<file path="src/hw/rtl/dvpd_pkg.sv">
// ----------------------------------------------------------------------------
// dvpd_pkg: shared types and constants
// Widths, register indexes and sequencer states of the dual velocity PID drive.
// ----------------------------------------------------------------------------
`default_nettype none

package dvpd_pkg;

    localparam int FRAC_BITS_DEF = 12;

    // serial multiplier operand widths
    localparam int MUL_A_W = 48;
    localparam int MUL_B_W = 16;
    // serial divider widths
    localparam int DIV_N_W = 34;
    localparam int DIV_D_W = 11;

    localparam int ERR_W   = 17;
    localparam int DIFF_W  = 19;
    localparam int ACC_W   = 16;
    localparam int TERM_W  = 48;
    localparam int STEER_W = 18;

    localparam logic [MUL_B_W-1:0] STEER_SCALE = 16'd9000;
    localparam logic [9:0]  RATE_RESET  = 10'd50;
    localparam logic [14:0] LIMIT_RESET = 15'd24000;

    // configuration register indexes
    localparam logic [3:0] REG_LIN_P = 4'd0;
    localparam logic [3:0] REG_LIN_I = 4'd1;
    localparam logic [3:0] REG_LIN_D = 4'd2;
    localparam logic [3:0] REG_ANG_P = 4'd3;
    localparam logic [3:0] REG_ANG_I = 4'd4;
    localparam logic [3:0] REG_ANG_D = 4'd5;
    localparam logic [3:0] REG_RATE  = 4'd6;
    localparam logic [3:0] REG_LIMIT = 4'd7;

    typedef enum logic [3:0] {
        ST_IDLE,
        ST_P,
        ST_IM,
        ST_IDIV,
        ST_DM1,
        ST_DM2,
        ST_SUM,
        ST_STEER,
        ST_OUT
    } dvpd_state_t;

    // start / done pair of a serial arithmetic unit
    typedef struct packed {
        logic start;
    } dvpd_req_t;

    typedef struct packed {
        logic done;
    } dvpd_rsp_t;

endpackage

`default_nettype wire

</file>
<file path="src/hw/rtl/dvpd_mul.sv">
// ----------------------------------------------------------------------------
// dvpd_mul: bit-serial unsigned multiplier
// Shift-add over one multiplier bit per cycle.
// ----------------------------------------------------------------------------
`default_nettype none

module dvpd_mul
    import dvpd_pkg::*;
(
    input  wire logic               aclk,
    input  wire logic               aresetn,
    input  wire dvpd_req_t          req,
    input  wire logic [MUL_A_W-1:0] a_in,
    input  wire logic [MUL_B_W-1:0] b_in,
    output dvpd_rsp_t               rsp,
    output logic      [MUL_A_W-1:0] product
);

    localparam int CNT_W = $clog2(MUL_B_W);

    logic [MUL_A_W-1:0] a_reg, a_next;
    logic [MUL_B_W-1:0] b_reg, b_next;
    logic [MUL_A_W-1:0] acc_reg, acc_next;
    logic [CNT_W-1:0]   cnt_reg, cnt_next;
    logic               busy_reg, busy_next;
    logic               done_reg, done_next;

    // one partial product per cycle
    always_comb begin
        a_next    = a_reg;
        b_next    = b_reg;
        acc_next  = acc_reg;
        cnt_next  = cnt_reg;
        busy_next = busy_reg;
        done_next = 1'b0;
        if (req.start) begin
            a_next    = a_in;
            b_next    = b_in;
            acc_next  = '0;
            cnt_next  = '0;
            busy_next = 1'b1;
        end else if (busy_reg) begin
            if (b_reg[0]) begin
                acc_next = acc_reg + a_reg;
            end
            a_next   = a_reg << 1;
            b_next   = b_reg >> 1;
            cnt_next = cnt_reg + 1'b1;
            if (cnt_reg == CNT_W'(MUL_B_W - 1)) begin
                busy_next = 1'b0;
                done_next = 1'b1;
            end
        end
    end

    always_ff @(posedge aclk) begin
        if (!aresetn) begin
            busy_reg <= 1'b0;
            done_reg <= 1'b0;
        end else begin
            busy_reg <= busy_next;
            done_reg <= done_next;
        end
        a_reg   <= a_next;
        b_reg   <= b_next;
        acc_reg <= acc_next;
        cnt_reg <= cnt_next;
    end

    assign rsp.done = done_reg;
    assign product  = acc_reg;

endmodule

`default_nettype wire

</file>
<file path="src/hw/rtl/dvpd_div.sv">
// ----------------------------------------------------------------------------
// dvpd_div: bit-serial restoring divider
// One quotient bit per cycle.
// ----------------------------------------------------------------------------
`default_nettype none

module dvpd_div
    import dvpd_pkg::*;
(
    input  wire logic               aclk,
    input  wire logic               aresetn,
    input  wire dvpd_req_t          req,
    input  wire logic [DIV_N_W-1:0] num_in,
    input  wire logic [DIV_D_W-1:0] den_in,
    output dvpd_rsp_t               rsp,
    output logic      [DIV_N_W-1:0] quotient
);

    localparam int CNT_W = $clog2(DIV_N_W);

    logic [DIV_N_W-1:0] num_reg, num_next;
    logic [DIV_D_W-1:0] den_reg, den_next;
    logic [DIV_D_W-1:0] rem_reg, rem_next;
    logic [CNT_W-1:0]   cnt_reg, cnt_next;
    logic               busy_reg, busy_next;
    logic               done_reg, done_next;
    logic [DIV_D_W:0]   shifted;
    logic [DIV_D_W+1:0] trial;

    // trial subtract of the shifted remainder
    always_comb begin
        shifted   = {rem_reg, num_reg[DIV_N_W-1]};
        trial     = {1'b0, shifted} - {2'b00, den_reg};
        num_next  = num_reg;
        den_next  = den_reg;
        rem_next  = rem_reg;
        cnt_next  = cnt_reg;
        busy_next = busy_reg;
        done_next = 1'b0;
        if (req.start) begin
            num_next  = num_in;
            den_next  = den_in;
            rem_next  = '0;
            cnt_next  = '0;
            busy_next = 1'b1;
        end else if (busy_reg) begin
            if (!trial[DIV_D_W+1]) begin
                rem_next = trial[DIV_D_W-1:0];
                num_next = {num_reg[DIV_N_W-2:0], 1'b1};
            end else begin
                rem_next = shifted[DIV_D_W-1:0];
                num_next = {num_reg[DIV_N_W-2:0], 1'b0};
            end
            cnt_next = cnt_reg + 1'b1;
            if (cnt_reg == CNT_W'(DIV_N_W - 1)) begin
                busy_next = 1'b0;
                done_next = 1'b1;
            end
        end
    end

    always_ff @(posedge aclk) begin
        if (!aresetn) begin
            busy_reg <= 1'b0;
            done_reg <= 1'b0;
        end else begin
            busy_reg <= busy_next;
            done_reg <= done_next;
        end
        num_reg <= num_next;
        den_reg <= den_next;
        rem_reg <= rem_next;
        cnt_reg <= cnt_next;
    end

    assign rsp.done = done_reg;
    assign quotient = num_reg;

endmodule

`default_nettype wire

</file>
<file path="src/hw/rtl/dual_velocity_pid_drive.sv">
// ----------------------------------------------------------------------------
// dual_velocity_pid_drive: two incremental velocity-form PID loops
// Sequences a shared bit-serial multiplier and divider through the P, I and D
// terms of the linear and angular loops, then the steering scale.
// ----------------------------------------------------------------------------
//  channel   dir  fields (tdata low bit up)                            tuser
//  s_        in   lin_target, lin_measured, ang_target, ang_measured   enable
//  m_        out  lin_drive, ang_drive, steer_command, lin_p/i/d_term  -
//  cfg_      in   write enable, register index, data                   -
//
//  A tick runs, per loop, four serial multiplies and one serial divide, each with a
//  launch and a done step, then a sum step; after both loops come the steering
//  multiply and the output step, which raises m_tvalid and s_tready together.
//  s_tready is high only while the sequencer idles; a finished result waits in
//  the output register, so the next tick is taken while m_tready is low.
//  Reset is synchronous, active low; it clears past errors, accumulators, gains.
// ----------------------------------------------------------------------------
`default_nettype none

module dual_velocity_pid_drive
    import dvpd_pkg::*;
#(
    parameter int FRAC_BITS = FRAC_BITS_DEF
) (
    input  wire logic         aclk,
    input  wire logic         aresetn,
    input  wire logic         s_tvalid,
    output logic              s_tready,
    // lin_target, lin_measured, ang_target, ang_measured
    input  wire logic [63:0]  s_tdata,
    // enable
    input  wire logic         s_tuser,
    output logic              m_tvalid,
    input  wire logic         m_tready,
    // lin_drive, ang_drive, steer_command, lin_p_term, lin_i_term, lin_d_term
    output logic      [199:0] m_tdata,
    input  wire logic         cfg_wr_en,
    input  wire logic [3:0]   cfg_addr,
    input  wire logic [15:0]  cfg_wdata
);

    localparam logic [TERM_W-1:0] FRAC_MASK = (TERM_W'(1) << FRAC_BITS) - TERM_W'(1);

    dvpd_state_t state_reg, state_next;
    logic        go_reg, go_next;
    logic        loop_sel_reg;

    // configuration
    logic [15:0] kp_reg [2];
    logic [15:0] ki_reg [2];
    logic [15:0] kd_reg [2];
    logic [9:0]  rate_reg;
    logic [14:0] limit_reg;

    // loop state
    logic signed [ERR_W-1:0] e_reg     [2];
    logic signed [ERR_W-1:0] e1_reg    [2];
    logic signed [ERR_W-1:0] e2_reg    [2];
    logic signed [ACC_W-1:0] accum_reg [2];
    logic signed [15:0]      at_reg;
    logic                    en_reg;

    // term magnitudes and linear terms
    logic [TERM_W-1:0]        p_mag_reg, i_mag_reg, d_mag_reg, steer_mag_reg;
    logic signed [TERM_W-1:0] lp_reg, li_reg, ld_reg;

    // serial units
    dvpd_req_t          mul_req, div_req;
    dvpd_rsp_t          mul_rsp, div_rsp;
    logic [MUL_A_W-1:0] mul_a, mul_p;
    logic [MUL_B_W-1:0] mul_b;
    logic [DIV_N_W-1:0] div_q;
    logic [DIV_D_W-1:0] div_den;

    logic                     accept;
    logic                     out_free;
    logic [9:0]               rate_eff;
    logic signed [DIFF_W-1:0] dp, si, dd;
    logic [DIFF_W-1:0]        dp_mag, si_mag, dd_mag;
    logic [15:0]              at_mag;
    logic signed [TERM_W-1:0] p_s, i_s, d_s, sum_s, q_s;
    logic signed [TERM_W:0]   u_s, lim_s;
    logic signed [ACC_W-1:0]  u_clamp;
    logic [TERM_W-1:0]        steer_shift;
    logic signed [TERM_W-1:0] steer_s;

    assign accept   = s_tvalid && s_tready;
    assign out_free = !m_tvalid || m_tready;
    assign rate_eff = (rate_reg == 10'd0) ? 10'd1 : rate_reg;
    assign div_den  = {rate_eff, 1'b0};

    // error differences of the selected loop
    always_comb begin
        dp = DIFF_W'(e_reg[loop_sel_reg]) - DIFF_W'(e1_reg[loop_sel_reg]);
        si = DIFF_W'(e_reg[loop_sel_reg]) + DIFF_W'(e1_reg[loop_sel_reg]);
        dd = DIFF_W'(e_reg[loop_sel_reg]) - (DIFF_W'(e1_reg[loop_sel_reg]) <<< 1)
             + DIFF_W'(e2_reg[loop_sel_reg]);
        dp_mag = dp[DIFF_W-1] ? DIFF_W'(-dp) : DIFF_W'(dp);
        si_mag = si[DIFF_W-1] ? DIFF_W'(-si) : DIFF_W'(si);
        dd_mag = dd[DIFF_W-1] ? DIFF_W'(-dd) : DIFF_W'(dd);
        at_mag = at_reg[15] ? 16'(-at_reg) : 16'(at_reg);
    end

    // signed terms, scaled sum and clamp, signed steering command
    always_comb begin
        p_s   = dp[DIFF_W-1] ? -$signed(p_mag_reg) : $signed(p_mag_reg);
        i_s   = si[DIFF_W-1] ? -$signed(i_mag_reg) : $signed(i_mag_reg);
        d_s   = dd[DIFF_W-1] ? -$signed(d_mag_reg) : $signed(d_mag_reg);
        sum_s = p_s + i_s + d_s;
        q_s   = (sum_s + (sum_s[TERM_W-1] ? $signed(FRAC_MASK) : $signed(TERM_W'(0))))
                >>> FRAC_BITS;
        u_s   = (TERM_W+1)'(accum_reg[loop_sel_reg]) + (TERM_W+1)'(q_s);
        lim_s = $signed({{(TERM_W-14){1'b0}}, limit_reg});
        if (u_s > lim_s) begin
            u_clamp = ACC_W'(lim_s);
        end else if (u_s < -lim_s) begin
            u_clamp = ACC_W'(-lim_s);
        end else begin
            u_clamp = ACC_W'(u_s);
        end
        steer_shift = steer_mag_reg >> FRAC_BITS;
        steer_s     = at_reg[15] ? -$signed(steer_shift) : $signed(steer_shift);
    end

    // next state
    always_comb begin
        state_next = state_reg;
        unique case (state_reg)
            ST_IDLE:  if (s_tvalid)     state_next = ST_P;
            ST_P:     if (mul_rsp.done) state_next = ST_IM;
            ST_IM:    if (mul_rsp.done) state_next = ST_IDIV;
            ST_IDIV:  if (div_rsp.done) state_next = ST_DM1;
            ST_DM1:   if (mul_rsp.done) state_next = ST_DM2;
            ST_DM2:   if (mul_rsp.done) state_next = ST_SUM;
            ST_SUM:   state_next = loop_sel_reg ? ST_STEER : ST_P;
            ST_STEER: if (mul_rsp.done) state_next = ST_OUT;
            ST_OUT:   if (out_free)     state_next = ST_IDLE;
            default:  state_next = ST_IDLE;
        endcase
        go_next = (state_next != state_reg);
    end

    // unit launches and operand selection
    always_comb begin
        s_tready      = (state_reg == ST_IDLE);
        mul_req.start = 1'b0;
        div_req.start = 1'b0;
        mul_a         = '0;
        mul_b         = '0;
        unique case (state_reg)
            ST_P: begin
                mul_req.start = go_reg;
                mul_a         = MUL_A_W'(dp_mag);
                mul_b         = kp_reg[loop_sel_reg];
            end
            ST_IM: begin
                mul_req.start = go_reg;
                mul_a         = MUL_A_W'(si_mag);
                mul_b         = ki_reg[loop_sel_reg];
            end
            ST_IDIV: begin
                div_req.start = go_reg;
            end
            ST_DM1: begin
                mul_req.start = go_reg;
                mul_a         = MUL_A_W'(dd_mag);
                mul_b         = kd_reg[loop_sel_reg];
            end
            ST_DM2: begin
                mul_req.start = go_reg;
                mul_a         = d_mag_reg;
                mul_b         = MUL_B_W'(rate_eff);
            end
            ST_STEER: begin
                mul_req.start = go_reg;
                mul_a         = MUL_A_W'(at_mag);
                mul_b         = STEER_SCALE;
            end
            default: begin
            end
        endcase
    end

    dvpd_mul u_mul (
        .aclk    (aclk),
        .aresetn (aresetn),
        .req     (mul_req),
        .a_in    (mul_a),
        .b_in    (mul_b),
        .rsp     (mul_rsp),
        .product (mul_p)
    );

    dvpd_div u_div (
        .aclk     (aclk),
        .aresetn  (aresetn),
        .req      (div_req),
        .num_in   (i_mag_reg[DIV_N_W-1:0]),
        .den_in   (div_den),
        .rsp      (div_rsp),
        .quotient (div_q)
    );

    // configuration writes
    always_ff @(posedge aclk) begin
        if (!aresetn) begin
            for (int k = 0; k < 2; k++) begin
                kp_reg[k] <= '0;
                ki_reg[k] <= '0;
                kd_reg[k] <= '0;
            end
            rate_reg  <= RATE_RESET;
            limit_reg <= LIMIT_RESET;
        end else if (cfg_wr_en) begin
            unique case (cfg_addr)
                REG_LIN_P: kp_reg[0] <= cfg_wdata;
                REG_LIN_I: ki_reg[0] <= cfg_wdata;
                REG_LIN_D: kd_reg[0] <= cfg_wdata;
                REG_ANG_P: kp_reg[1] <= cfg_wdata;
                REG_ANG_I: ki_reg[1] <= cfg_wdata;
                REG_ANG_D: kd_reg[1] <= cfg_wdata;
                REG_RATE:  rate_reg  <= cfg_wdata[9:0];
                REG_LIMIT: limit_reg <= cfg_wdata[14:0];
                default: begin
                end
            endcase
        end
    end

    // sequencer and loop state
    always_ff @(posedge aclk) begin
        if (!aresetn) begin
            state_reg    <= ST_IDLE;
            go_reg       <= 1'b0;
            loop_sel_reg <= 1'b0;
            m_tvalid     <= 1'b0;
            for (int k = 0; k < 2; k++) begin
                e1_reg[k]    <= '0;
                e2_reg[k]    <= '0;
                accum_reg[k] <= '0;
            end
        end else begin
            state_reg <= state_next;
            go_reg    <= go_next;
            // result valid: set by the output cycle, cleared by a transfer
            if (state_reg == ST_OUT && out_free) begin
                m_tvalid <= 1'b1;
            end else if (m_tready) begin
                m_tvalid <= 1'b0;
            end
            unique case (state_reg)
                ST_SUM: begin
                    accum_reg[loop_sel_reg] <= en_reg ? u_clamp : '0;
                    loop_sel_reg            <= 1'b1;
                end
                ST_OUT: begin
                    if (out_free) begin
                        loop_sel_reg <= 1'b0;
                        for (int k = 0; k < 2; k++) begin
                            e2_reg[k] <= en_reg ? e1_reg[k] : '0;
                            e1_reg[k] <= e_reg[k];
                        end
                    end
                end
                default: begin
                end
            endcase
        end
    end

    // payload capture
    always_ff @(posedge aclk) begin
        if (accept) begin
            e_reg[0] <= ERR_W'($signed(s_tdata[15:0])) - ERR_W'($signed(s_tdata[31:16]));
            e_reg[1] <= ERR_W'($signed(s_tdata[47:32])) - ERR_W'($signed(s_tdata[63:48]));
            at_reg   <= s_tdata[47:32];
            en_reg   <= s_tuser;
        end
        if (mul_rsp.done) begin
            unique case (state_reg)
                ST_P:     p_mag_reg     <= mul_p;
                ST_IM:    i_mag_reg     <= mul_p;
                ST_DM1:   d_mag_reg     <= mul_p;
                ST_DM2:   d_mag_reg     <= mul_p;
                ST_STEER: steer_mag_reg <= mul_p;
                default: begin
                end
            endcase
        end
        if (div_rsp.done) begin
            i_mag_reg <= TERM_W'(div_q);
        end
        if (state_reg == ST_SUM && !loop_sel_reg) begin
            lp_reg <= p_s;
            li_reg <= i_s;
            ld_reg <= d_s;
        end
        if (state_reg == ST_OUT && out_free) begin
            m_tdata <= {6'd0, ld_reg, li_reg, lp_reg,
                        en_reg ? steer_s[STEER_W-1:0] : STEER_W'(0),
                        accum_reg[1], accum_reg[0]};
        end
    end

endmodule

`default_nettype wire

</file>
<file path="config.mk">
export PLATFORM = sky130hd
export DESIGN_NAME = dual_velocity_pid_drive
export DESIGN_NICKNAME = d
export VERILOG_FILES = /design/src/hw/rtl/dvpd_pkg.sv /design/src/hw/rtl/dvpd_mul.sv /design/src/hw/rtl/dvpd_div.sv /design/src/hw/rtl/dual_velocity_pid_drive.sv
export SDC_FILE = /design/constraint.sdc
export NUM_CORES = 2
export LEC_CHECK = 0
export BUFFER_PORTS_ARGS = -buffer_cell sky130_fd_sc_hd__buf_2
export CORE_MARGIN = 2
export CORE_UTILIZATION = 69
export CTS_BUF_LIST = sky130_fd_sc_hd__clkbuf_8
export DETAILED_ROUTE_END_ITERATION = 16
export MAX_ROUTING_LAYER = met4
export PLACE_DENSITY = 0.94
export SLEW_MARGIN = 30
export SYNTH_ARGS = -nofsm -noshare
export SYNTH_HDL_FRONTEND = slang
export SYNTH_SLANG_ARGS = --single-unit
</file>
<file path="constraint.sdc">
create_clock -name aclk -period 20.9 [get_ports aclk]
set_input_delay 3.135 -clock aclk [delete_from_list [all_inputs] [get_ports aclk]]
set_output_delay 3.135 -clock aclk [all_outputs]
set_load 0.02 [all_outputs]
</file>
======== After elaboration in Yosys (flattened, before gate mapping) ========
Memories as Yosys holds them, arrays and structs flattened. A register that Yosys moved wholly into a read port is not among the register bits.
Index checks and enable logic that the tools add are counted.
operators by class
  equality and inequality tests ........... 19
  muxes and demuxes ....................... 113
  bitwise operators ....................... 13
  add/subtract/negate cells ............... 23
  reductions and logical operators ........ 29
  order comparisons ....................... 2
operators by type and width
  cell                number
  $mux 48             5
  $pmux 48 s5         1
  $mux 16             13
  $mux 34             5
  $add 48x48->48      3
  $neg 48->48         3
  $mux 17             6
  $pmux 16 s5         1
  $mux 1              64
  $mux 19             3
  $lt 37x49->1        1
  $neg 15->49         1
  $add 48x13->48      1
  $neg 18->19         2
  $add 16x36->37      1
  $gt 37x16->1        1
  $pmux 4 s9          1
  $sub 16x16->17      2
  $eq 4x3->1 const B  8
  $mux 4              8
  $add 19x17->19      1
  $neg 19->19         1
  $sub 17x18->19      1
  $add 17x17->18      1
  other kinds (31)    65
word-level totals
  output and inout bits ................... 202
  logic and storage cells ................. 236
  input port bits ......................... 90
  RAM bits ................................ 230
  bits in registers ....................... 742
  memories ................................ 7
memories
  memory           words  bits a word  read ports  clocked after Yosys merged registers in  write ports  line                           source
  e1_reg           2      17           3           1                                        2            dual_velocity_pid_drive.sv:57  logic signed [ERR_W-1:0] e1_reg [2];
  e2_reg           2      17           1           1                                        2            dual_velocity_pid_drive.sv:58  logic signed [ERR_W-1:0] e2_reg [2];
  e_reg            2      17           3           1                                        2            dual_velocity_pid_drive.sv:56  logic signed [ERR_W-1:0] e_reg [2];
  accum_reg        2      16           3           3                                        2            dual_velocity_pid_drive.sv:59  logic signed [ACC_W-1:0] accum_reg [2];
  kd_reg           2      16           1           1                                        2            dual_velocity_pid_drive.sv:51  logic [15:0] kd_reg [2];
  ki_reg           2      16           1           1                                        2            dual_velocity_pid_drive.sv:50  logic [15:0] ki_reg [2];
  1 more memories  -      -            -           -                                        -            -

======== Logic depth before layout (Yosys ltp) ========
  word-level depth ........................ 12
  gate-level depth with buffers ........... 61
  depth with buffers taken out ............ 51

======== Cells and area by module ========
A second synthesis with hierarchy kept.
second synthesis, totals
  cells, all modules ...................... 5122
  area, all modules ....................... 55969.9 um^2
by module, submodules not included
  module                   area an instance (um^2)  times used  cells each  seq. area each (um^2)
  dual_velocity_pid_drive  45527.4                  1           4091        22952.0
  dvpd_mul                 7277.0                   1           764         3002.9
  dvpd_div                 3165.5                   1           267         1731.7

======== Least setup slack after synthesis ========
Ideal clock, no wire load.
  path kind ............................... register -> register
  start point ............................. register with a tool-made name
  end point ............................... memory accum_reg[1][7] (data pin)
  library setup time ...................... 0.270 ns
  slack ................................... 7.451 ns
  buffers on the path ..................... 9
  arrival time ............................ 13.179 ns
  required time ........................... 20.630 ns
  period minus slack after synthesis ...... 13.449 ns
  cell stages (with the launch flop) ...... 60
  cells stage by stage .................... dfxtp_1 -> clkbuf_1 -> buf_1 -> clkbuf_1 -> clkbuf_1 -> mux2i_1 -> inv_1 -> fa_1 -> inv_1 -> ha_1 -> a21o_1 -> a21o_1 -> a21oi_1 -> o31ai_1 -> a21oi_1 -> xor2_1 -> clkbuf_1 -> clkbuf_1 -> [24 not listed] -> a211oi_1 -> nor3_1 -> a21oi_1 -> ha_1 -> nand4_1 -> nor3_1 -> nand3_1 -> a311oi_1 -> or3_1 -> nand3_1 -> a2111oi_0 -> o22a_1 -> maj3_1 -> buf_2 -> buf_1 -> nor2_1 -> o21ai_0 -> a21oi_1
RTL lines
  what              line
  end: declaration  dual_velocity_pid_drive.sv:59

==> results.sh <==
export IMPL_status="finished clean"
export IMPL_dieArea_um2=81900
export IMPL_setup_viol=0
export IMPL_yosysUniqueCellTypes=92
export IMPL_synth_edf_count=841
export IMPL_yosys_warnings=0
export IMPL_critPathKind="flop to flop"
export IMPL_die_h_um=286
export IMPL_slowest_stage="dfxtp_4"
export IMPL_min_path_type="flop to flop"
export IMPL_routed_wl_mm=155
export IMPL_cts_resized=0
export IMPL_via_per_inst=6.61
export IMPL_port_buffers=285
export IMPL_ys_ff_latch=961
export IMPL_grt_antenna_before_repair=6
export IMPL_cts_tree="done"
export IMPL_antenna_left=0
export IMPL_grt_start_max_net_pins=87
export IMPL_syn_inst=5044
export IMPL_tightest_slew_ns=0.966
export IMPL_top_register="m_tdata"
export IMPL_hpwl_mm=110
export IMPL_synthesis_area_um2=55000
export IMPL_grt_ovfl_total=0
export IMPL_clock_path_buffers=3
export IMPL_track_usage_pct=38.0
export IMPL_arrival_ns=16.59
export IMPL_clkTransAtPathRegs_ns=0.06
export IMPL_crit_top_cell="a21oi_1"
export IMPL_grt_pass1_vias=41300
export IMPL_relSlewSlack_pct=35.1
export IMPL_cp_required_ns=21.47
export IMPL_grt_first_pass_wirelength_mm=232
export IMPL_synth_async_reset_ratio_pct=0
export IMPL_timing_final_crit_period_ns=16.01
export IMPL_max_freq_mhz=62.5
export IMPL_setup_tns_final_ns=0
export IMPL_drc=0
export IMPL_cts_buffers_inserted=149
export IMPL_drive_gt1_share_pct=13.3
export IMPL_io_pins=292
export IMPL_initial_utilization_pct=69.7
export IMPL_report_final_hold_viol_count=0
export IMPL_period_share_pct=76.6
export IMPL_rsz0062_at_grt="no"
export IMPL_core_area_um2=78900
export IMPL_cts_root_buffer="clkbuf_8"
export IMPL_dr_total_vias=42800
export IMPL_end_kind="flop"
export IMPL_first_pass_iters=9
export IMPL_final_common_cell="edfxtp_1"
export IMPL_clock_skew_ns=0.0371
export IMPL_largest_reg_flops=194
export IMPL_drt_initial_drc_count=6003
export IMPL_nets=5768
export IMPL_fin_cells=6479
export IMPL_syn_mean_instance_area_um2=10.9
export IMPL_cts_setup_buffers=0
export IMPL_clock_sinks=961
export IMPL_fillers=4681
export IMPL_max_stage_delay_ns=0.91
export IMPL_htreeDepth=4
export IMPL_routabilityCongestion=1.05
export IMPL_wl_per_cell_um=23.9
export IMPL_dp_cells=6204
export IMPL_die_w_um=286
export IMPL_maxCapViolations=0
export IMPL_crit_path_start_kind="flop"
export IMPL_clock_latency_ns=0.84
export IMPL_rows=103
export IMPL_slew_viol_final=0
export IMPL_cts_hold_buffers=0
export IMPL_worstPathMaxFanout=51
export IMPL_final_cell_mix="edfxtp_1 (841), nand2_1 (444), inv_1 (381)"
export IMPL_area_growth_pct=9.92
export IMPL_synth_ff_type="edfxtp_1"
export IMPL_ys_seq_area_share_pct=50.3
[worst max-delay path, delay by kind of cell, from the launching register on]
kind | cells | cell delay (ns)
compound gates | 18 | 5.52
fa+ha+maj | 7 | 2.72
mux | 2 | 0.84
flops | 1 | 0.91
simple gates | 14 | 3.34
buf+inv | 5 | 1.07
xor+xnor | 5 | 1.29
[final timing paths]
kind / startpoint / end / slack [ns] / cells past startpoint
min reg2reg: lp_reg[43] / m_tdata[93] / 0.40 / 0
max reg2reg: flop / accum_reg[1][14] / 4.89 / 51
max: flop / accum_reg[1][14] / 4.89 / 51
min: lp_reg[43] / m_tdata[93] / 0.40 / 0
[layer usage]
| layer | up-vias | track usage, % | wire, um |
|---|---|---|---|
| met3 | 646 | 9.07 | 19700 |
| met1 | 20200 | 46.6 | 54900 |
| met4 | 0 | 16.5 | 7430 |
| li1 | 18900 | - | - |
| met2 | 3127 | 60.3 | 72700 |
| met5 | - | - | 0 |
[cell usage after synthesis, types with 9 or more instances]
master       n  share of area (%)
nor2_1     275                1.9
ha_1       297                6.8
nor3b_1      9               0.12
a31oi_1     35               0.40
fa_1        72                2.6
and2_1      98                1.1
nor3_1     107               0.97
and3_1     100                1.1
o21ai_0    224                2.0
inv_1      338                2.3
mux2_2     100                2.0
o41ai_1     19               0.30
dfxtp_1    120                4.4
a222oi_1    14               0.26
or2_2       27               0.31
a211oi_1    45               0.61
a22oi_1     10               0.14
a21oi_1    313                2.9
xnor2_1    292                4.7
a221oi_1    24               0.38
or4_1       19               0.26
mux2i_1     86                1.6
or3_1       40               0.46
xor2_1     151                2.4
nor2b_1     69               0.79
a21boi_0    32               0.44
a311oi_1    10               0.16
o21bai_1    26               0.36
a21o_1      87                1.2
edfxtp_1   841                 46
nand2b_1    44               0.50
o211ai_1    16               0.22
o31ai_1     67               0.92
clkbuf_1   187                1.3
o22ai_1     24               0.27
nand2_1    445                3.0
nor4_1      31               0.35
a2111oi_0    9               0.14
buf_1       16               0.11
o21a_1      35               0.48
nand4_1     41               0.47
nand3_1     99               0.90
[cells by family (layout without fill, tap and decap cells)]
| group | after synthesis | count (layout) | share of synthesized area [%] |
|---|---|---|---|
| compound gates | 1075 | 1075 | 12.5 |
| xor+xnor | 445 | 445 | 7.14 |
| fa+ha+maj | 370 | 370 | 9.40 |
| buf+inv | 554 | 931 | 3.87 |
| flops | 961 | 961 | 50.3 |
| mux | 186 | 186 | 3.62 |
| other cells | 1 | 9 | 0.00682 |
| simple gates | 1452 | 1452 | 13.1 |
[stage by stage]
stage / instance area (um2) / hold WS, ns / setup WS (ns) / utilization, %
after floorplan: 55000 / 0.400 / 7.45 / -
after global placement: 57200 / 0.402 / 5.87 / 72.6
after detailed placement: 57300 / 0.405 / 5.43 / 72.6
after CTS: 60300 / 0.390 / 5.37 / 76.4
after global routing: 60400 / 0.416 / 4.08 / 76.6
final: 60400 / 0.405 / 4.89 / 76.6
[cell type report]
type | count | area, um2 | area share, %
Antenna cell | 3 | 7.51 | 0.0124
Clock inverter | 103 | 718 | 1.19
Sequential cell | 961 | 27700 | 45.8
Multi-Input combinational cell | 3534 | 25400 | 42.0
Clock buffer | 165 | 2270 | 3.76
Timing Repair Buffer | 323 | 1770 | 2.93
Tap cell | 1050 | 1310 | 2.18
Inverter | 340 | 1280 | 2.13
Power is left out: the tool's default activity adds up to more than one toggle a clock period on the data nets, which glitch-free logic cannot reach.
